### config.mk
export PLATFORM = sky130hd
export DESIGN_NAME = arm64_page_table_walker
export DESIGN_NICKNAME = d
export VERILOG_FILES = /design/src/hw/rtl/aptw_pkg.sv /design/src/hw/rtl/aptw_cfg.sv /design/src/hw/rtl/aptw_walk.sv /design/src/hw/rtl/arm64_page_table_walker.sv
export VERILOG_INCLUDE_DIRS = /design/src /design/src/hw/rtl
export SDC_FILE = /design/constraint.sdc
export NUM_CORES = 1
export LEC_CHECK = 0
export BUFFER_PORTS_ARGS = -buffer_cell sky130_fd_sc_hd__buf_2
export CORE_UTILIZATION = 38
export DETAILED_ROUTE_END_ITERATION = 8
export GPL_TIMING_DRIVEN = 0
export HOLD_SLACK_MARGIN = 0.06
export SLEW_MARGIN = 10
export SYNTH_ARGS = -nofsm -noshare
export SYNTH_HDL_FRONTEND = slang
export SYNTH_SLANG_ARGS = --single-unit
### constraint.sdc
create_clock -name clk -period 18.66 [get_ports clk]
set_input_delay 0.933 -clock clk [delete_from_list [all_inputs] [get_ports clk]]
set_output_delay 0.933 -clock clk [all_outputs]
set_load 0.05 [all_outputs]
### src/hw/rtl/arm64_page_table_walker_assert.svh
// assertion macros used by the page table walker rtl
`ifndef ARM64_PAGE_TABLE_WALKER_ASSERT_SVH
`define ARM64_PAGE_TABLE_WALKER_ASSERT_SVH

// implication checked on every rising edge outside reset
`define APTW_ASSERT_CLK(lbl, prop, msg) \
  lbl: assert property (@(posedge clk) disable iff (!rst_n) prop) else $error(msg);

// same check, but also active while reset is asserted
`define APTW_ASSERT_ALWAYS(lbl, prop, msg) \
  lbl: assert property (@(posedge clk) prop) else $error(msg);

`endif

### src/hw/rtl/aptw_pkg.sv
// types, codes and table helpers for the page table walker
package aptw_pkg;

  typedef enum logic {
    CMD_START = 1'b0,
    CMD_DESC  = 1'b1
  } aptw_cmd_t;

  typedef enum logic [1:0] {
    KIND_READ  = 2'd0,
    KIND_DONE  = 2'd1,
    KIND_FAULT = 2'd2,
    KIND_UNEXP = 2'd3
  } aptw_kind_t;

  localparam logic [1:0] REG_GRANULE    = 2'd0;
  localparam logic [1:0] REG_LEVEL_CNT  = 2'd1;
  localparam logic [1:0] REG_TABLE_BASE = 2'd2;

  localparam logic [1:0] GRAN_16K = 2'd1;
  localparam logic [1:0] GRAN_64K = 2'd2;

  localparam logic [1:0] DESC_TABLE_PAGE = 2'b11;
  localparam logic [1:0] DESC_BLOCK      = 2'b01;
  localparam logic [1:0] LAST_LEVEL      = 2'd3;

  localparam int unsigned VA_W   = 48;
  localparam int unsigned DESC_W = 64;
  localparam int unsigned IDX_W  = 13;

  typedef struct packed {
    aptw_cmd_t           cmd;
    logic [VA_W-1:0]     virt_addr;
    logic [DESC_W-1:0]   descriptor;
  } aptw_in_t;

  typedef struct packed {
    aptw_kind_t          kind;
    logic [VA_W-1:0]     address;
    logic [1:0]          walk_level;
  } aptw_out_t;

  typedef struct packed {
    logic [1:0]          granule_code;
    logic [2:0]          level_count;
    logic [VA_W-1:0]     table_base;
  } aptw_cfg_t;

  // log2 of the granule size
  function automatic logic [5:0] gran_shift(input logic [1:0] gran);
    logic [5:0] s;
    case (gran)
      GRAN_16K: s = 6'd14;
      GRAN_64K: s = 6'd16;
      default:  s = 6'd12;
    endcase
    return s;
  endfunction

  // lowest va bit translated at a level; at the last level this is the page size
  function automatic logic [5:0] lvl_shift(input logic [1:0] gran, input logic [1:0] lv);
    logic [5:0] s;
    logic [5:0] b;
    logic [1:0] up;
    s  = gran_shift(gran);
    b  = s - 6'd3;
    up = LAST_LEVEL - lv;
    return 6'(s + 6'(b * {4'd0, up}));
  endfunction

  // table index width mask per granule
  function automatic logic [IDX_W-1:0] idx_mask(input logic [1:0] gran);
    logic [IDX_W-1:0] m;
    case (gran)
      GRAN_16K: m = 13'h07FF;
      GRAN_64K: m = 13'h1FFF;
      default:  m = 13'h01FF;
    endcase
    return m;
  endfunction

  // ones in the bits below n
  function automatic logic [DESC_W-1:0] low_mask(input logic [5:0] n);
    return ~({DESC_W{1'b1}} << n);
  endfunction

endpackage

### src/hw/rtl/aptw_cfg.sv
// configuration registers of the page table walker
module aptw_cfg (
  input  logic                  clk,
  input  logic                  rst_n,
  input  logic                  wr_en,
  input  logic [1:0]            wr_index,
  input  logic [47:0]           wr_data,
  output aptw_pkg::aptw_cfg_t   cfg
);

  logic [1:0]  granule_r;
  logic [2:0]  level_cnt_r;
  logic [47:0] table_base_r;

  always_ff @(posedge clk) begin
    if (!rst_n) begin
      granule_r    <= 2'd0;
      level_cnt_r  <= 3'd4;
      table_base_r <= 48'd0;
    end else if (wr_en) begin
      case (wr_index)
        aptw_pkg::REG_GRANULE:    granule_r    <= wr_data[1:0];
        aptw_pkg::REG_LEVEL_CNT:  level_cnt_r  <= wr_data[2:0];
        aptw_pkg::REG_TABLE_BASE: table_base_r <= wr_data;
        default: ;
      endcase
    end
  end

  assign cfg.granule_code = granule_r;
  assign cfg.level_count  = level_cnt_r;
  assign cfg.table_base   = table_base_r;

endmodule

### src/hw/rtl/aptw_walk.sv
// walk state and the per-request descriptor step
`include "arm64_page_table_walker_assert.svh"

module aptw_walk #(
  parameter int unsigned PA_BITS = 48
) (
  input  logic                  clk,
  input  logic                  rst_n,
  input  logic                  fire,
  input  aptw_pkg::aptw_in_t    req,
  input  aptw_pkg::aptw_cfg_t   cfg,
  output aptw_pkg::aptw_out_t   res
);

  localparam logic [63:0] PA_MASK = (PA_BITS >= 64) ? {64{1'b1}} :
                                    ((64'd1 << PA_BITS) - 64'd1);

  logic        walking_r, walking_nxt;
  logic [1:0]  level_r, level_nxt;
  logic [47:0] saved_r, saved_nxt;

  logic [1:0]  start_lv;
  logic [1:0]  req_lv;
  logic [47:0] vaddr_use;
  logic [5:0]  g_shift;
  logic [63:0] g_mask;
  logic [47:0] req_base;
  logic [12:0] idx;
  logic [47:0] req_addr;
  logic [5:0]  term_bits;
  logic [63:0] term_mask;
  logic [63:0] done_wide;
  logic [1:0]  d_type;
  logic        is_start;

  assign is_start  = (req.cmd == aptw_pkg::CMD_START);
  assign d_type    = req.descriptor[1:0];
  assign g_shift   = aptw_pkg::gran_shift(cfg.granule_code);
  assign g_mask    = aptw_pkg::low_mask(g_shift);

  // level count clamps to 1..4, start level is 4 minus the count
  always_comb begin
    case (cfg.level_count)
      3'd2:    start_lv = 2'd2;
      3'd3:    start_lv = 2'd1;
      3'd0,
      3'd1:    start_lv = 2'd3;
      default: start_lv = 2'd0;
    endcase
  end

  assign vaddr_use = is_start ? req.virt_addr : saved_r;
  assign req_lv    = is_start ? start_lv : 2'(level_r + 2'd1);
  assign req_base  = is_start ? (cfg.table_base & PA_MASK[47:0] & ~g_mask[47:0])
                              : 48'(req.descriptor & PA_MASK & ~g_mask);
  assign idx       = 13'(vaddr_use >> aptw_pkg::lvl_shift(cfg.granule_code, req_lv))
                     & aptw_pkg::idx_mask(cfg.granule_code);
  assign req_addr  = req_base + {32'd0, idx, 3'b000};

  // page or block: output address bits above the block size, va bits below
  assign term_bits = aptw_pkg::lvl_shift(cfg.granule_code, level_r);
  assign term_mask = aptw_pkg::low_mask(term_bits);
  assign done_wide = (req.descriptor & PA_MASK & ~term_mask) | ({16'd0, saved_r} & term_mask);

  always_comb begin
    walking_nxt    = walking_r;
    level_nxt      = level_r;
    saved_nxt      = saved_r;
    res.kind       = aptw_pkg::KIND_FAULT;
    res.address    = 48'd0;
    res.walk_level = level_r;
    if (is_start) begin
      res.kind       = aptw_pkg::KIND_READ;
      res.address    = req_addr;
      res.walk_level = start_lv;
      walking_nxt    = 1'b1;
      level_nxt      = start_lv;
      saved_nxt      = req.virt_addr;
    end else if (!walking_r) begin
      res.kind = aptw_pkg::KIND_UNEXP;
    end else if (d_type == aptw_pkg::DESC_TABLE_PAGE && level_r != aptw_pkg::LAST_LEVEL) begin
      res.kind       = aptw_pkg::KIND_READ;
      res.address    = req_addr;
      res.walk_level = req_lv;
      level_nxt      = req_lv;
    end else if ((d_type == aptw_pkg::DESC_TABLE_PAGE) ||
                 (d_type == aptw_pkg::DESC_BLOCK && level_r != aptw_pkg::LAST_LEVEL)) begin
      res.kind    = aptw_pkg::KIND_DONE;
      res.address = done_wide[47:0];
      walking_nxt = 1'b0;
    end else begin
      walking_nxt = 1'b0;
    end
  end

  always_ff @(posedge clk) begin
    if (!rst_n) begin
      walking_r <= 1'b0;
      level_r   <= 2'd0;
      saved_r   <= 48'd0;
    end else if (fire) begin
      walking_r <= walking_nxt;
      level_r   <= level_nxt;
      saved_r   <= saved_nxt;
    end
  end

  `APTW_ASSERT_CLK(a_start_walks, fire && is_start |=> walking_r, "start did not begin a walk")
  `APTW_ASSERT_CLK(a_idle_desc_keeps, fire && !is_start && !walking_r |=> !walking_r && $stable(level_r), "stray descriptor changed walk state")
  `APTW_ASSERT_CLK(a_done_ends, fire && (res.kind == aptw_pkg::KIND_DONE || res.kind == aptw_pkg::KIND_FAULT) |=> !walking_r, "walk still active after it ended")
  `APTW_ASSERT_ALWAYS(a_fault_no_addr, (res.kind == aptw_pkg::KIND_FAULT || res.kind == aptw_pkg::KIND_UNEXP) |-> res.address == 48'd0, "fault carries an address")

endmodule

### src/hw/rtl/arm64_page_table_walker.sv
// page table walker top: input register, walk step, result register
// path: a request is held in the input register, then its step result in the result register
// throughput: one request per cycle while the result is not stalled, each request is one walk step of the step logic
// the input stalls only while both registers are full and the result is stalled
// reset (rst_n low, synchronous): idle, level 0, 4 KiB granule, four levels, base 0
module arm64_page_table_walker #(
  parameter int unsigned PA_BITS = 48
) (
  input  logic                 clk,
  input  logic                 rst_n,
  input  logic                 in_valid,
  output logic                 in_stall,
  input  aptw_pkg::aptw_in_t   in_data,
  output logic                 out_valid,
  input  logic                 out_stall,
  output aptw_pkg::aptw_out_t  out_data,
  input  logic                 cfg_valid,
  output logic                 cfg_ready,
  input  logic [1:0]           cfg_index,
  input  logic [47:0]          cfg_data
);

  logic                s1_valid_r, s1_valid_nxt;
  aptw_pkg::aptw_in_t  s1_data_r;
  logic                out_valid_r, out_valid_nxt;
  aptw_pkg::aptw_out_t out_data_r;
  logic                advance;
  logic                in_take;
  aptw_pkg::aptw_cfg_t cfg;
  aptw_pkg::aptw_out_t step_res;

  assign cfg_ready = 1'b1;

  aptw_cfg u_cfg (
    .clk      (clk),
    .rst_n    (rst_n),
    .wr_en    (cfg_valid && cfg_ready),
    .wr_index (cfg_index),
    .wr_data  (cfg_data),
    .cfg      (cfg)
  );

  aptw_walk #(.PA_BITS(PA_BITS)) u_walk (
    .clk   (clk),
    .rst_n (rst_n),
    .fire  (advance),
    .req   (s1_data_r),
    .cfg   (cfg),
    .res   (step_res)
  );

  // request moves on when the result register is empty or being drained
  assign advance  = s1_valid_r && (!out_valid_r || !out_stall);
  assign in_stall = s1_valid_r && !advance;
  assign in_take  = in_valid && !in_stall;

  always_comb begin
    s1_valid_nxt = s1_valid_r;
    if (in_take) begin
      s1_valid_nxt = 1'b1;
    end else if (advance) begin
      s1_valid_nxt = 1'b0;
    end
    out_valid_nxt = out_valid_r;
    if (advance) begin
      out_valid_nxt = 1'b1;
    end else if (out_valid_r && !out_stall) begin
      out_valid_nxt = 1'b0;
    end
  end

  always_ff @(posedge clk) begin
    if (!rst_n) begin
      s1_valid_r  <= 1'b0;
      out_valid_r <= 1'b0;
    end else begin
      s1_valid_r  <= s1_valid_nxt;
      out_valid_r <= out_valid_nxt;
    end
  end

  always_ff @(posedge clk) begin
    if (in_take) begin
      s1_data_r <= in_data;
    end
    if (advance) begin
      out_data_r <= step_res;
    end
  end

  assign out_valid = out_valid_r;
  assign out_data  = out_data_r;

endmodule

After elaboration in Yosys (flattened, before gate mapping)
Cells that the tools add are included.
{"block": "word_totals", "reg_bits": 255, "input_bits": 168, "output_inout_bits": 55, "word_cells": 90}
{"block": "classes", "add_sub_neg": 7, "mul": 2, "eq_ne": 11, "n_shift": 3, "mux": 21, "bitwise": 11, "n_reduce_logical": 21}
{"op": "$not A48 Y48", "n": 5}
{"op": "$mux W50", "n": 4}
{"op": "$and A48 B48 Y48", "n": 4}
{"op": "$mux W48", "n": 2}
{"op": "$shl A64 B5 Y48 const A", "n": 1}
{"op": "$shl A64 B6 Y48 const A", "n": 1}
{"op": "$add A48 B16 Y48", "n": 1}
{"op": "$or A48 B48 Y48", "n": 1}
{"op": "$shr A48 B6 Y13", "n": 1}
{"op": "$pmux W13 S2", "n": 1}
{"op": "$and A13 B13 Y13", "n": 1}
{"op": "$add A5 B6 Y6", "n": 2}
{"op": "$mul A6 B2 Y6", "n": 2}
{"op": "$mux W2", "n": 5}
{"op": "$pmux W5 S2", "n": 1}
{"op": "$reduce_and A2 Y1", "n": 4}
{"op": "$mux W1", "n": 7}
{"op": "$eq A2 B1 Y1 const B", "n": 3}
{"op": "$eq A2 B2 Y1 const B", "n": 3}
{"op": "$eq A3 B2 Y1 const B", "n": 2}
{"op": "$logic_and A1 B1 Y1", "n": 6}
{"op": "$pmux W2 S3", "n": 1}
{"op": "$sub A5 B2 Y6 const B", "n": 1}
{"op": "$logic_not A1 Y1", "n": 4}
{"op": "other kinds (10)", "n": 13}

Logic depth before layout (Yosys ltp)
Gate-level depths: netlist of run 1.
{"block": "depth", "word_depth": 14, "depth_mapped": 30, "ltp_nobuf": 25}

Cells and area by module
A second synthesis of run 1 with hierarchy kept.
{"block": "unflattened", "cells_unflattened": 1492, "area_unflattened_um2": 15920.3}
{"module": "aptw_walk", "instances": 1, "cells_per_inst": 1089, "area_each_um2": 8770.9, "seq_area_each_um2": 1021.0}
{"module": "arm64_page_table_walker", "instances": 1, "cells_per_inst": 175, "area_each_um2": 5049.8, "seq_area_each_um2": 4994.8}
{"module": "aptw_cfg", "instances": 1, "cells_per_inst": 228, "area_each_um2": 2099.5, "seq_area_each_um2": 1061.0}

Least setup slack after synthesis of run 1
Ideal clock, no wire load.
{"block": "synth_timing", "path_type": "register -> register", "start": "reg s1_data_r[112] in the netlist's numbering", "end": "reg out_data_r, in the netlist out_data[33] (data pin)", "setup_time_ns": 0.258, "t_arrival_ns": 6.268, "t_required_ns": 18.402, "setup_slack_ns": 12.134, "path_stages_with_launch": 29, "n_path_buf": 6, "period_less_slack_ns": 6.526, "path_cell_list": "edfxtp_1 > buf_6 > buf_6 > buf_4 > buf_2 > buf_2 > nand2_1 > and2_1 > inv_1 > nor2_1 > fa_1 > ha_1 > inv_1 > fa_1 > xor2_1 > clkbuf_1 > mux4_2 > and3_1 > a211oi_1 > o22ai_1 > ha_1 > nand2_1 > a311oi_1 > nand4_1 > o21ai_2 > nand3_1 > nor3_2 > xor2_1 > o221a_2"}
{"item": "start: declaration", "line": "arm64_page_table_walker.sv:24", "rtl": "aptw_pkg::aptw_in_t s1_data_r;"}
{"item": "start signal: assignment", "line": "arm64_page_table_walker.sv:84", "rtl": "s1_data_r <= in_data;"}
{"item": "end signal: assignment", "line": "arm64_page_table_walker.sv:87", "rtl": "out_data_r <= step_res;"}
{"item": "end: declaration", "line": "arm64_page_table_walker.sv:26", "rtl": "aptw_pkg::aptw_out_t out_data_r;"}

==> results of run 1 <==
[flip-flops by register name, summed over array words and instances (netlist names)]
| name | count |
|---|---|
| u_walk.saved_r | 48 |
| u_walk.level_r | 2 |
| u_cfg.table_base_r | 38 |
| out_valid | 1 |
| s1_valid_r | 1 |
| s1_data_r | 97 |
| u_cfg.level_cnt_r | 3 |
| out_data | 52 |
| u_cfg.granule_r | 2 |
| u_walk.walking_r | 1 |
[layout make-up]
type	count	area share [%]
multi-input cells	1085	45.5
plain buffers	88	2.29
inverters	32	0.675
flip-flops and latches	245	35.9
clock buffers	32	4.25
diodes	1	0.0141
clock inverters	20	1.68
well taps	518	3.64
repair buffers	201	5.99
[worst max-delay path by stage]
stage | start | end | slack (ns) | cells past startpoint
after floorplan | s1_data_r[112] | out_data[33] | 12.13 | 28
after global placement | out_stall | s1_data_r[75] | 10.0 | 3
after detailed placement | s1_data_r[112] | out_data[33] | 10.21 | 28
after CTS | s1_data_r[112] | out_data[33] | 10.19 | 28
after global routing | s1_data_r[112] | out_data[33] | 9.77 | 28
final | s1_data_r[112] | out_data[33] | 10.19 | 28
[cells in the final DEF, fill, tap and decap left out, types with 7 or more instances in the layout]
cell type and n:
nand2b_1 12, fa_1 11, nand2_1 261, a221oi_1 9
ha_1 25, xor2_1 25, conb_1 11, edfxtp_1 149
nor2_1 58, dfxtp_1 96, a31oi_1 10, and3_1 7
mux2i_1 93, mux4_1 14, nor2b_1 15, o211ai_1 8
o21ai_0 50, xnor2_1 35, buf_2 206, mux2_2 34
clkbuf_16 29, a22oi_1 10, a211oi_1 9, clkbuf_1 60
nor3_1 15, buf_1 11, a21oi_1 99, a21boi_0 88
mux4_2 47, inv_1 30, nand3_1 27, and2_1 15
o22ai_1 14, nor4_1 7
[layer usage]
layer	wire length, um	GRT usage, %	vias to the layer above
li1	-	-	5801
met1	24100	36.3	6186
met2	24400	41.5	524
met5	0	0	-
met4	2520	12.2	0
met3	3580	5.05	103
[power by group]
| group | total [mW] | internal, mW | switching, mW |
|---|---|---|---|
| Clock | 0.621 | 0.378 | 0.243 |
| Sequential | 0.630 | 0.606 | 0.0244 |
| Combinational | 0.408 | 0.149 | 0.259 |
| Total | 1.66 | 1.13 | 0.526 |
[synthesized netlist by cell type (12+ instances only)]
cell type  number  share of area, %
ha_1           25               2.1
and2_1         15              0.63
xor2_1         25               1.5
mux2_2         34               2.6
nor2b_1        16              0.67
mux4_2         47               7.1
nor2_1         58               1.5
inv_1          31              0.78
o21ai_0        50               1.7
nor3_1         15              0.50
a21boi_0       88               4.4
edfxtp_1      149                30
dfxtp_1        96                13
clkbuf_1       59               1.5
xnor2_1        35               2.0
a21oi_1        99               3.3
nand2_1       261               6.5
nand2b_1       12              0.50
o22ai_1        14              0.58
mux4_1         14               2.5
nand3_1        27              0.90
mux2i_1        93               6.2
[kinds of logic after synthesis]
group           Yosys count  share of synthesized area, %
simple gates            450                          13.6
fa+ha+maj                36                          3.56
mux                     188                          18.3
compound gates          340                          14.8
other cells               2                        0.0501
buf+inv                 120                          3.52
xor+xnor                 60                          3.51
flops                   245                          42.7
[per-stage QoR]
| stage | setup slack, ns | instances | hold WS, ns | utilization, % |
|---|---|---|---|---|
| 2_1_floorplan | 12.13 | 1450 | 0.443 | - |
| 3_3_place_gp | 10.0 | 2165 | 0.456 | 43.0 |
| 3_5_place_dp | 10.21 | 2169 | 0.464 | 43.2 |
| 4_1_cts | 10.19 | 2221 | 0.470 | 45.9 |
| 6_report | 10.19 | 2222 | 0.470 | 45.9 |
| 5_1_grt | 9.77 | 2221 | 0.485 | 45.9 |
[worst max-delay path, delay by kind of cell, from the launching register on]
kind	cells	cell delay, ns
muxes	1	0.60
AOI/OAI and AO/OA	5	1.61
buffers and inverters	8	2.04
adders and majority gates	4	1.47
DFF	1	0.54
and+or+nand+nor	8	1.52
xor gates and xnor gates	2	0.43
==> flow_summary_export.csv, run 1 <==
group,metric,value,unit
run_status,status,"finished, final reports clean",
drt,ant_nets,0,
critical_path,crit_type,"reg2reg",
sta,min_period,8.47,ns
cells_and_area,area_delta_synth_final,18.8,%
synth,async_flop_share,0,%
synth,synth_ff_type,"edfxtp_1",
floorplanning,fp.dieW,201,um
hold_path,hold-path-endpoint,"u_cfg.table_base_r[46]",
sta,finClkSkew,0.0152,ns
global_routing,grt_pass1_vias,12241,
drt,drt_iter0_markers,1102,
placed_design,hpwlAfterDp,44000,um
critical_path,crit_path_start_kind,"flop",
power,peakVddDrop,0.0000599,V
cells_and_area,drive_gt1_share,21.8,%
clock_tree,post_cts_buffers,0,
drt,drc,0,
clock_tree,cts_tree,"built",
clock_tree,clkSlewWorstSetupHoldPaths,0.06,ns
critical_path,r2r_end,"out_data[33]",
cells_and_area,final_area,17800,um2
drt,vias,12614,
global_routing,grt_overflow,0,
sta,tightest_slew,1.04,ns
sta,setup_viol,0,
synth,synth_area_per_cell,10.4,um2
critical_path,slowest_delay,0.60,ns
critical_path,endpoint_kind,"flop",
sta,hold_viol,0,
clock_tree,insertion_delay,0.58,ns
synth,syn_inst,1441,
clock_tree,cts_buffer_depth,3,
floorplanning,core_area,38700,um2
hold_path,hold_class,"reg2reg",
sta,finalCritPeriodShare,45.4,%
sta,fin_tns_setup,0,ns
clock_tree,htreeDepth,1,
sta,rsz0062_at_grt,"no",
critical_path,crit_fanout,10,
sta,clock.fmax,118,MHz
power,power.density,93.3,nW/um2
synth,synth_seq_cells,245,
cells_and_area,num-fill-cells,3711,
floorplanning,initial_core_util,38.7,%
cells_and_area,nNetsFinal,1885,
power,total_power,1.66,mW
global_routing,grt_pass1_wl,79700,um
run,cap_violations,0,
clock_tree,cts_resized,0,
placed_design,portBuffers,197,
global_routing,grt_antenna_before_repair,1,
global_routing,track_usage,26.8,%
synth,synthDistinctLibCells,79,
floorplanning,rows,72,
global_routing,grt_max_degree,35,
floorplanning,fp.dieH,201,um
critical_path,reg2reg_from,"s1_data_r[112]",
floorplanning,io_pins,223,
cells_and_area,multi_input_area,8100,um2
clock_tree,clock_sinks,245,
power,p_leak,6.70,nW
hold_path,min-delay-start,"u_cfg.table_base_r[46]",
synth,ys_seq_area_share,42.7,%
placed_design,gp_congestion,0.993,
placed_design,dpl_cell_area,16700,um2
critical_path,worst_path_max_delay_cell,"mux4_2",
synth,synth_warnings,0,
drt,vias_per_cell,5.68,
clock_tree,root_buffer,"clkbuf_16",
drt,drt_pre_antenna_iters,5,
hold_path,hold_path_depth,2,
critical_path,required,18.98,ns
drt,finalWirelength,54700,um
critical_path,rrSetupSlack,10.19,ns
sta,slew_violations,0,
synth,syn-cell-area,15000,um2
critical_path,rr_worst_depth,28,
drt,drt-wirelength-per-cell,24.6,um
sta,slew_headroom,30.0,%
floorplanning,die_area,40200,um2
clock_tree,holdBufCountCts,0,
cells_and_area,regArea,6400,um2
synth,synth_edf_count,149,
clock_tree,numCtsBuffers,28,
critical_path,arrival,8.79,ns
No activity file was read; power rests on OpenSTA's default activity.
==> inputs of run 2 (changes only) <==
Clock period 18.66 ns to 7.9 ns, I/O delays scaled along.
==> run 2 against run 1 <==
Setup slack worse by 9.9 ns. Highest routed layer unchanged. Via count is 3.9% higher. Final cell count is 5.1% higher. Global-route usage is 0.49 points higher. Design area is 6.8% higher. Die area stayed put. Sequential share of layout area is 2.3 points lower. Critical path depth is 5 lower. Non-clock buffer count is 115 higher. First-iteration DRC count is 5.0% lower. Sequential power is 140% higher.
==> flow_summary_export.csv, run 2 (synthesized netlist as in run 1, its figures left out) <==
group,metric,value,unit
critical_path,cp_num_cells,23,
hold_path,hold_path_depth,3,
critical_path,worst_path_max_delay_cell,"clkbuf_1",
global_routing,grt_antenna_before_repair,0,
clock_tree,cts_tree,"built",
sta,tightest_slew,0.919,ns
placed_design,pre_cts_ws,-0.545,ns
cells_and_area,multi_input_area,8130,um2
cells_and_area,final_common_cell,"nand2_1",
cells_and_area,num-fill-cells,3596,
power,peakVddDrop,0.000142,V
drt,ant_nets,0,
critical_path,rr_worst_depth,23,
sta,hold_viol,0,
sta,slew_violations,0,
drt,vias_per_cell,5.61,
sta,slew_headroom,38.8,%
power,total_power,3.98,mW
critical_path,arrival,7.87,ns
global_routing,grt_pass1_wl,81400,um
sta,min_period,7.58,ns
run,cap_violations,0,
sta,rsz0062_at_grt,"no",
global_routing,grt_overflow,0,
placed_design,gp_congestion,0.993,
drt,drt-wirelength-per-cell,23.9,um
drt,drc,0,
critical_path,worstPathCellList,"inv_1 -> ha_1 -> clkbuf_1 -> inv_1 -> fa_1 -> ha_1 -> inv_1 -> fa_1 -> xor2_1 -> clkbuf_2 -> mux4_2 -> and3_1 -> a211oi_2 -> o22ai_1 -> ha_1 -> nand2_1 -> a311oi_1 -> nand4_1 -> o21ai_4 -> nand4_2 -> nor4b_2 -> xor2_1 -> o22ai_1",
power,power.density,209,nW/um2
placed_design,portBuffers,197,
sta,setup_viol,0,
drt,drt_pre_antenna_iters,6,
cells_and_area,drive_gt1_share,21.6,%
sta,hold_ws,0.0823,ns
sta,finClkSkew,0.0134,ns
floorplanning,fp.dieH,201,um
placed_design,placed_cells,2169,
drt,drt_iter0_markers,1047,
floorplanning,initial_core_util,38.7,%
cells_and_area,area_delta_synth_final,26.9,%
clock_tree,cts_buffer_depth,3,
critical_path,crit_path_start_kind,"flop",
clock_tree,clkSlewWorstSetupHoldPaths,0.07,ns
floorplanning,rows,72,
sta,timing.final.ws_setup,0.316,ns
power,p_leak,7.24,nW
cells_and_area,finish.utilization,49.1,%
critical_path,slowest_delay,0.62,ns
drt,vias,13109,
cells_and_area,top_register,"s1_data_r",
global_routing,grt_pass1_vias,12612,
global_routing,track_usage,27.3,%
floorplanning,die_area,40200,um2
cells_and_area,regArea,6400,um2
placed_design,dpl_cell_area,16700,um2
sta,clock.fmax,132,MHz
placed_design,hpwlAfterDp,44000,um
critical_path,required,8.18,ns
floorplanning,io_pins,223,
sta,finalCritPeriodShare,96.0,%
hold_path,hold_class,"in2reg",
drt,finalWirelength,55900,um
cells_and_area,final_cells,2336,
cells_and_area,final_area,19000,um2
cells_and_area,nNetsFinal,2000,
run_status,status,"finished, final reports clean",
floorplanning,core_area,38700,um2
clock_tree,numCtsBuffers,28,
critical_path,crit_family,"adder cells",
cells_and_area,largest_register_ff_count,97,
clock_tree,htreeDepth,1,
clock_tree,root_buffer,"clkbuf_16",
critical_path,crit_fanout,10,
clock_tree,clock_sinks,245,
cells_and_area,diodes,0,
global_routing,grt_max_degree,35,
critical_path,critPathBufInv,5,
critical_path,crit_type,"reg2reg",
floorplanning,fp.dieW,201,um
sta,fin_tns_setup,0,ns
clock_tree,insertion_delay,0.58,ns
critical_path,endpoint_kind,"flop",
cells_and_area,final_cell_mix,"nand2_1 (261), buf_2 (205), edfxtp_1 (149)",
## run 2: changes by cell type in the layout (fill, tap and decap cells not counted), moves of 2 or more
cell / previous run / this run
dlygate4sd3_1: 0 / 111
clkbuf_2: 0 / 8
clkbuf_1: 60 / 53
buf_4: 3 / 9
buf_1: 11 / 8
nor2_1: 58 / 56
nor2_2: 2 / 4
xnor2_1: 35 / 33
xnor2_2: 0 / 2
## run 2: power breakdown
group	switching, mW	internal, mW	total [mW]
Combinational	0.624	0.394	1.02
Sequential	0.0575	1.43	1.49
Clock	0.578	0.894	1.47
Total	1.26	2.72	3.98
## run 2: worst min-delay path, cell delays in order
cell	delay, ns
buf_2	0.10
nand2_1	0.05
a21boi_0	0.06
## run 2: layout make-up
class | count | area share, %
flip-flops and latches | 245 | 33.7
multi-input cells | 1085 | 42.8
well taps | 518 | 3.41
repair buffers | 318 | 11.8
clock buffers | 32 | 3.98
clock inverters | 20 | 1.57
inverters | 32 | 0.632
plain buffers | 86 | 2.17
## run 2: timing repair
action | in CTS | in global routing
buffers inserted | 0 | 6
setup endpoints to repair | 28 | 29
pin swaps | 1 | 2
hold buffers | 111 | 0
gates resized for setup | 5 | 17
hold endpoints to repair | 111 | 0
## run 2: path summary, 6_finish.rpt
kind | from | to | slack (ns)
worst max-delay path | u_cfg.granule_r[0] | out_data[45] | 0.32
worst max register to register | u_cfg.granule_r[0] | out_data[45] | 0.32
worst min-delay path | cfg_data[16] | u_cfg.table_base_r[16] | 0.08
worst min register to register | u_cfg.table_base_r[29] | u_cfg.table_base_r[29] | 0.47
## run 2: routing by layer
layer / wire length (um) / track usage, %
met5: 0 / 0
met4: 2550 / 11.9
met3: 3900 / 4.81
met2: 25300 / 43.1
met1: 24100 / 36.7
